[src/design/sapq_pkg.sv]
// Shared types and codes for the sorted-array priority queue.
package sapq_pkg;

	// Default sizes of the queue.
	localparam int DEPTH_DEF = 8;
	localparam int PRIO_BITS_DEF = 8;
	localparam int PAYLOAD_BITS_DEF = 32;

	// Operation selector carried with each input item.
	typedef enum logic {
		OP_ENQ = 1'b0,
		OP_DEQ = 1'b1
	} op_t;

	// Result status carried with each result item.
	typedef enum logic [1:0] {
		ST_DONE  = 2'd0,
		ST_FULL  = 2'd1,
		ST_EMPTY = 2'd2
	} status_t;

	// Per-cycle command broadcast to every cell of the chain.
	typedef struct packed {
		logic ins;
		logic rem;
	} cell_ctl_t;

endpackage

[src/design/sapq_cell.sv]
// One slot of the sorted chain: holds a priority and a payload word.
module sapq_cell #(
	parameter int PRIO_BITS = sapq_pkg::PRIO_BITS_DEF,
	parameter int PAYLOAD_BITS = sapq_pkg::PAYLOAD_BITS_DEF,
	parameter bit IS_HEAD = 1'b0
) (
	input  logic                    clk,
	input  sapq_pkg::cell_ctl_t     ctl,
	input  logic [PRIO_BITS-1:0]    new_prio,
	input  logic [PAYLOAD_BITS-1:0] new_payload,
	input  logic                    occ,
	input  logic                    left_occ,
	input  logic                    left_gt,
	input  logic [PRIO_BITS-1:0]    left_prio,
	input  logic [PAYLOAD_BITS-1:0] left_payload,
	input  logic [PRIO_BITS-1:0]    right_prio,
	input  logic [PAYLOAD_BITS-1:0] right_payload,
	output logic                    gt,
	output logic [PRIO_BITS-1:0]    prio,
	output logic [PAYLOAD_BITS-1:0] payload
);

	logic [PRIO_BITS-1:0]    prio_q;
	logic [PAYLOAD_BITS-1:0] payload_q;
	logic                    take_new;

	// This slot holds an entry that must move behind the new one.
	assign gt = occ && (prio_q > new_prio);

	// The new entry lands here when everything to the left stays put and this
	// slot is either free at the tail or holds a larger priority.
	assign take_new = !left_gt && (gt || !occ) && (IS_HEAD || left_occ);

	// Shift right on insert, shift left on remove, otherwise hold.
	always_ff @(posedge clk) begin
		if (ctl.ins) begin
			if (left_gt) begin
				prio_q    <= left_prio;
				payload_q <= left_payload;
			end else if (take_new) begin
				prio_q    <= new_prio;
				payload_q <= new_payload;
			end
		end else if (ctl.rem) begin
			prio_q    <= right_prio;
			payload_q <= right_payload;
		end
	end

	assign prio = prio_q;
	assign payload = payload_q;

endmodule

[src/design/sorted_array_priority_queue_core.sv]
// A result item is valid in the cycle after its input item is accepted.
// Throughput: one item per cycle while the result side takes items every cycle;
// the chain of slot cells updates all slots in parallel.
// A single output register parts the two sides; s_tready drops only while it
// holds an untaken result. Reset empties the queue and clears the output valid;
// slot contents are not reset and are written before they are ever read.
module sorted_array_priority_queue_core #(
	parameter int DEPTH = sapq_pkg::DEPTH_DEF,
	parameter int PRIO_BITS = sapq_pkg::PRIO_BITS_DEF,
	parameter int PAYLOAD_BITS = sapq_pkg::PAYLOAD_BITS_DEF,
	localparam int CNT_W = $clog2(DEPTH + 1),
	localparam int S_W = ((PRIO_BITS + PAYLOAD_BITS + 7) / 8) * 8,
	localparam int M_W = ((PRIO_BITS + PAYLOAD_BITS + CNT_W + 7) / 8) * 8
) (
	input  logic           clk,
	input  logic           arst_n,
	input  logic           s_tvalid,
	output logic           s_tready,
	// Fields from bit 0 up: priority_req, payload, zero fill.
	input  logic [S_W-1:0] s_tdata,
	// Fields from bit 0 up: operation.
	input  logic           s_tuser,
	output logic           m_tvalid,
	input  logic           m_tready,
	// Fields from bit 0 up: out_priority, out_payload, occupancy, zero fill.
	output logic [M_W-1:0] m_tdata,
	// Fields from bit 0 up: status.
	output logic [1:0]     m_tuser
);

	logic [PRIO_BITS-1:0]    in_prio;
	logic [PAYLOAD_BITS-1:0] in_payload;
	logic                    accept;
	logic                    is_enq;
	logic                    full;
	logic                    empty;
	logic [CNT_W-1:0]        count_q;
	logic [DEPTH-1:0]        occ;
	logic [DEPTH-1:0]        gt_w;
	logic [PRIO_BITS-1:0]    prio_w [DEPTH];
	logic [PAYLOAD_BITS-1:0] payload_w [DEPTH];
	sapq_pkg::cell_ctl_t     ctl;
	sapq_pkg::status_t       status_d;
	logic                    out_valid_q;
	logic [M_W-1:0]          out_data_q;
	sapq_pkg::status_t       out_status_q;
	logic [PRIO_BITS-1:0]    res_prio;
	logic [PAYLOAD_BITS-1:0] res_payload;

	assign in_prio    = s_tdata[PRIO_BITS-1:0];
	assign in_payload = s_tdata[PRIO_BITS +: PAYLOAD_BITS];
	assign is_enq     = (sapq_pkg::op_t'(s_tuser) == sapq_pkg::OP_ENQ);

	// Accept whenever the output register is free or being emptied.
	assign s_tready = !out_valid_q || m_tready;
	assign accept   = s_tvalid && s_tready;

	assign full  = (count_q == CNT_W'(DEPTH));
	assign empty = (count_q == '0);

	assign ctl.ins = accept && is_enq && !full;
	assign ctl.rem = accept && !is_enq && !empty;

	// Occupied flags derived from the fill count.
	always_comb begin
		for (int i = 0; i < DEPTH; i++) begin
			occ[i] = (CNT_W'(i) < count_q);
		end
	end

	// The chain of slot cells; the head sits at index 0.
	for (genvar i = 0; i < DEPTH; i++) begin : g_cell
		sapq_cell #(
			.PRIO_BITS    (PRIO_BITS),
			.PAYLOAD_BITS (PAYLOAD_BITS),
			.IS_HEAD      (i == 0)
		) u_cell (
			.clk           (clk),
			.ctl           (ctl),
			.new_prio      (in_prio),
			.new_payload   (in_payload),
			.occ           (occ[i]),
			.left_occ      ((i == 0) ? 1'b1 : occ[(i == 0) ? 0 : i - 1]),
			.left_gt       ((i == 0) ? 1'b0 : gt_w[(i == 0) ? 0 : i - 1]),
			.left_prio     (prio_w[(i == 0) ? 0 : i - 1]),
			.left_payload  (payload_w[(i == 0) ? 0 : i - 1]),
			.right_prio    (prio_w[(i == DEPTH - 1) ? i : i + 1]),
			.right_payload (payload_w[(i == DEPTH - 1) ? i : i + 1]),
			.gt            (gt_w[i]),
			.prio          (prio_w[i]),
			.payload       (payload_w[i])
		);
	end

	// Fill count tracks the number of held entries.
	always_ff @(posedge clk or negedge arst_n) begin
		if (!arst_n) begin
			count_q <= '0;
		end else if (ctl.ins) begin
			count_q <= count_q + CNT_W'(1);
		end else if (ctl.rem) begin
			count_q <= count_q - CNT_W'(1);
		end
	end

	// Result status and dequeued entry for the accepted item.
	always_comb begin
		status_d    = sapq_pkg::ST_DONE;
		res_prio    = '0;
		res_payload = '0;
		if (is_enq) begin
			if (full) begin
				status_d = sapq_pkg::ST_FULL;
			end
		end else if (empty) begin
			status_d = sapq_pkg::ST_EMPTY;
		end else begin
			res_prio    = prio_w[0];
			res_payload = payload_w[0];
		end
	end

	// Output register valid flag.
	always_ff @(posedge clk or negedge arst_n) begin
		if (!arst_n) begin
			out_valid_q <= 1'b0;
		end else if (s_tready) begin
			out_valid_q <= s_tvalid;
		end
	end

	// Output register payload, loaded with each accepted item's result.
	always_ff @(posedge clk) begin
		if (accept) begin
			out_status_q <= status_d;
			out_data_q   <= M_W'({
				ctl.ins ? count_q + CNT_W'(1) : (ctl.rem ? count_q - CNT_W'(1) : count_q),
				res_payload, res_prio});
		end
	end

	assign m_tvalid = out_valid_q;
	assign m_tdata  = out_data_q;
	assign m_tuser  = out_status_q;

endmodule

[config.mk]
export PLATFORM = sky130hd
export DESIGN_NAME = sorted_array_priority_queue_core
export DESIGN_NICKNAME = d
export VERILOG_FILES = /design/src/design/sapq_pkg.sv /design/src/design/sapq_cell.sv /design/src/design/sorted_array_priority_queue_core.sv
export SDC_FILE = /design/constraint.sdc
export NUM_CORES = 1
export LEC_CHECK = 0
export BUFFER_PORTS_ARGS = -buffer_cell sky130_fd_sc_hd__buf_4
export CORE_ASPECT_RATIO = 0.5
export CORE_MARGIN = 2
export CORE_UTILIZATION = 60
export DETAILED_ROUTE_END_ITERATION = 12
export PLACE_DENSITY = 0.78
export SLEW_MARGIN = 20
export SYNTH_ARGS = -nofsm -noshare
export SYNTH_HDL_FRONTEND = slang
export SYNTH_HIERARCHICAL = 1
export SYNTH_SLANG_ARGS = --single-unit
[constraint.sdc]
create_clock -name clk -period 12.3 [get_ports clk]
set_input_delay 0 -clock clk [delete_from_list [all_inputs] [get_ports clk]]
set_output_delay 0 -clock clk [all_outputs]
set_load 0.1 [all_outputs]
==> results.toml <==
[timing]
max_freq_mhz = 220
fin_skew_ns = 0.0112
maxSlewHeadroom = 0.236
finalCriticalPeriod_ns = 4.55
setup_viol = 0
post-route-period-util = 0.370
hold_viol_final = 0
worst_slew_pin_slew_ns = 1.15
rsz0062_at_grt = "no"
tns_ns = 0
slew_viol_final = 0

[drt]
wl_per_cell_um = 19.8
drt_iter0_drc = 1284
ant_nets = 0
viasPerCell = 5.97
post-route-drc-count = 0
wl_mm = 46.1
firstDrtPassIters = 6
vias = 13900

[cells_and_area]
nets = 1979
drive_above_1_share = 0.109
area_growth_pct = 10.8

[floorplan]
ios = 97
die_w_um = 265
die_area_mm2 = 0.0356
fp.coreArea_mm2 = 0.0333
start_util = 0.613
die_y_um = 134
row_count = 47

[yosys]
syn_area_per_cell_um2 = 11.3
synth_area_mm2 = 0.0204
yosysWarnings = 6
synthCells = 1804

[global_route]
grt_usage = 0.260
antenna_found_initial = 0
gr-total-overflow = 0
grt_pass1_wl_mm = 72.9
grt_pass1_vias = 13200
grt_max_degree = 310

[setup_path]
path_class = "flop to flop"
required_ns = 12.66
timing.critical_path.mode_cell = "buf_4"
r2r_cells = 10
worstPathCellList = "inv_1, ha_1, nand2_1, o21bai_1, nor2_4, buf_12, buf_4, buf_4, nor2_1, a21oi_1"
worst_setup_path_start_kind = "flop"
r2r-end = "g_cell[5].u_cell/payload[8]"
cp-end-kind = "flop"
crit_path_end = "g_cell[5].u_cell/payload[8]"
critPathSlowestCell = "buf_4"
reg2reg_slack_ns = 7.75
cp_max_fo = 106
max_stage_delay_ns = 0.89
reg2reg_from = "count_q[1]"
critical_path_arrival_ns = 4.92
crit_start = "count_q[1]"

[worst_hold_path]
hp-class = "input pin to flop"

[clock_network]
cts_resized = 0
clk_latency_ns = 0.53
hold_buffers = 36
htreeDepth = 2
clk_pin_slew_ns = 0.07
cts_buffers = 35
cts_max_path_buffers = 3
cts-root-buf = "clkbuf_16"
post-cts-setup-buffers = 0
clock_sinks = 371
cts_tree = "yes"

[power]
finalPower_mw = 4.26
power.density_mw_per_mm2 = 188
vdd_drop_max_uv = 136
power_leakage_nw = 8.86

[placement]
gp_congestion = 0.832
place.detailed.hpwl_mm = 27.7
io_buffers = 92

[flow_run]
max_cap_viol_count = 0

[run_status]
outcome = "finished, final reports clean"
==> through the flow <==
stage / cells / area (um^2) / utilization / hold slack [ns] / worst slack [ns]
global placement: 2233 / 21200 / 0.636 / -0.191 / 7.51
floorplan: 1808 / 20400 / - / -0.296 / 6.95
detailed placement: 2233 / 21200 / 0.636 / -0.191 / 7.36
CTS: 2329 / 22600 / 0.678 / 0.00387 / 7.31
global route: 2330 / 22600 / 0.679 / 0.0325 / 7.43
finish: 2331 / 22600 / 0.679 / 0.0171 / 7.75
==> where the power goes <==
part | total, mW | switching [mW] | internal (mW)
clock | 1.04 | 0.467 | 0.568
sequential | 1.82 | 0.130 | 1.69
combinational | 1.40 | 0.899 | 0.498
==> worst min path at each step <==
stage / from / to / slack, ns / cells past startpoint
global route: s_tdata[7] / g_cell[2].u_cell/prio[7] / 0.03 / 3
CTS: s_tdata[3] / g_cell[2].u_cell/prio[3] / 0.004 / 3
detailed placement: arst_n / m_tvalid / -0.19 / 1
finish: s_tdata[3] / g_cell[2].u_cell/prio[3] / 0.02 / 3
global placement: arst_n / count_q[2] / -0.19 / 1
floorplan: arst_n / count_q[0] / -0.30 / 0
==> routing by layer <==
layer | global-route usage | part of all wire
met1 | 0.385 | 0.47
met2 | 0.414 | 0.46
met3 | 0.0397 | 0.062
met4 | 0.0487 | 0.013
met5 | 0 | 0
==> worst max-delay path, delay by kind of cell, from the launching register on <==
family          cells  cell delay, ns
simple gates        3            1.01
flops               1            0.43
fa+ha+maj           1            0.25
compound gates      2            0.36
buf+inv             4            2.28
==> flip-flops by register name (all words and copies together), names as in the netlist <==
signal                 count
m_tvalid                   1
m_tuser                    2
count_q                    4
g_cell.u_cell/prio        64
m_tdata                   44
g_cell.u_cell/payload    256
==> layout by cell type, fill, tap and decap left out, types with 5 or more instances in the layout <==
cell and count:
a21o_1 5, a21oi_1 347, a21oi_2 5, a31oi_4 7
and3_1 39, buf_4 110, clkbuf_1 5, clkbuf_16 37
clkinv_1 10, clkinv_2 6, conb_1 5, dfrtp_1 5
dlygate4sd3_1 36, edfxtp_1 366, ha_1 68, inv_1 81
mux2i_1 320, nand2_1 12, nand4_1 10, nor2_1 324
nor2_4 7, nor2b_1 11, o2bb2ai_1 7
==> cell type report <==
cell class / instances / area (um^2)
Clock buffer: 42 / 945
Tap cell: 441 / 552
Clock inverter: 18 / 109
Antenna cell: 1 / 2.50
Inverter: 82 / 309
Fill cell: 2444 / 10700
Timing Repair Buffer: 148 / 1230
Sequential cell: 371 / 11100
Multi-Input combinational cell: 1228 / 8350
Power figures use the tool's default switching activity.
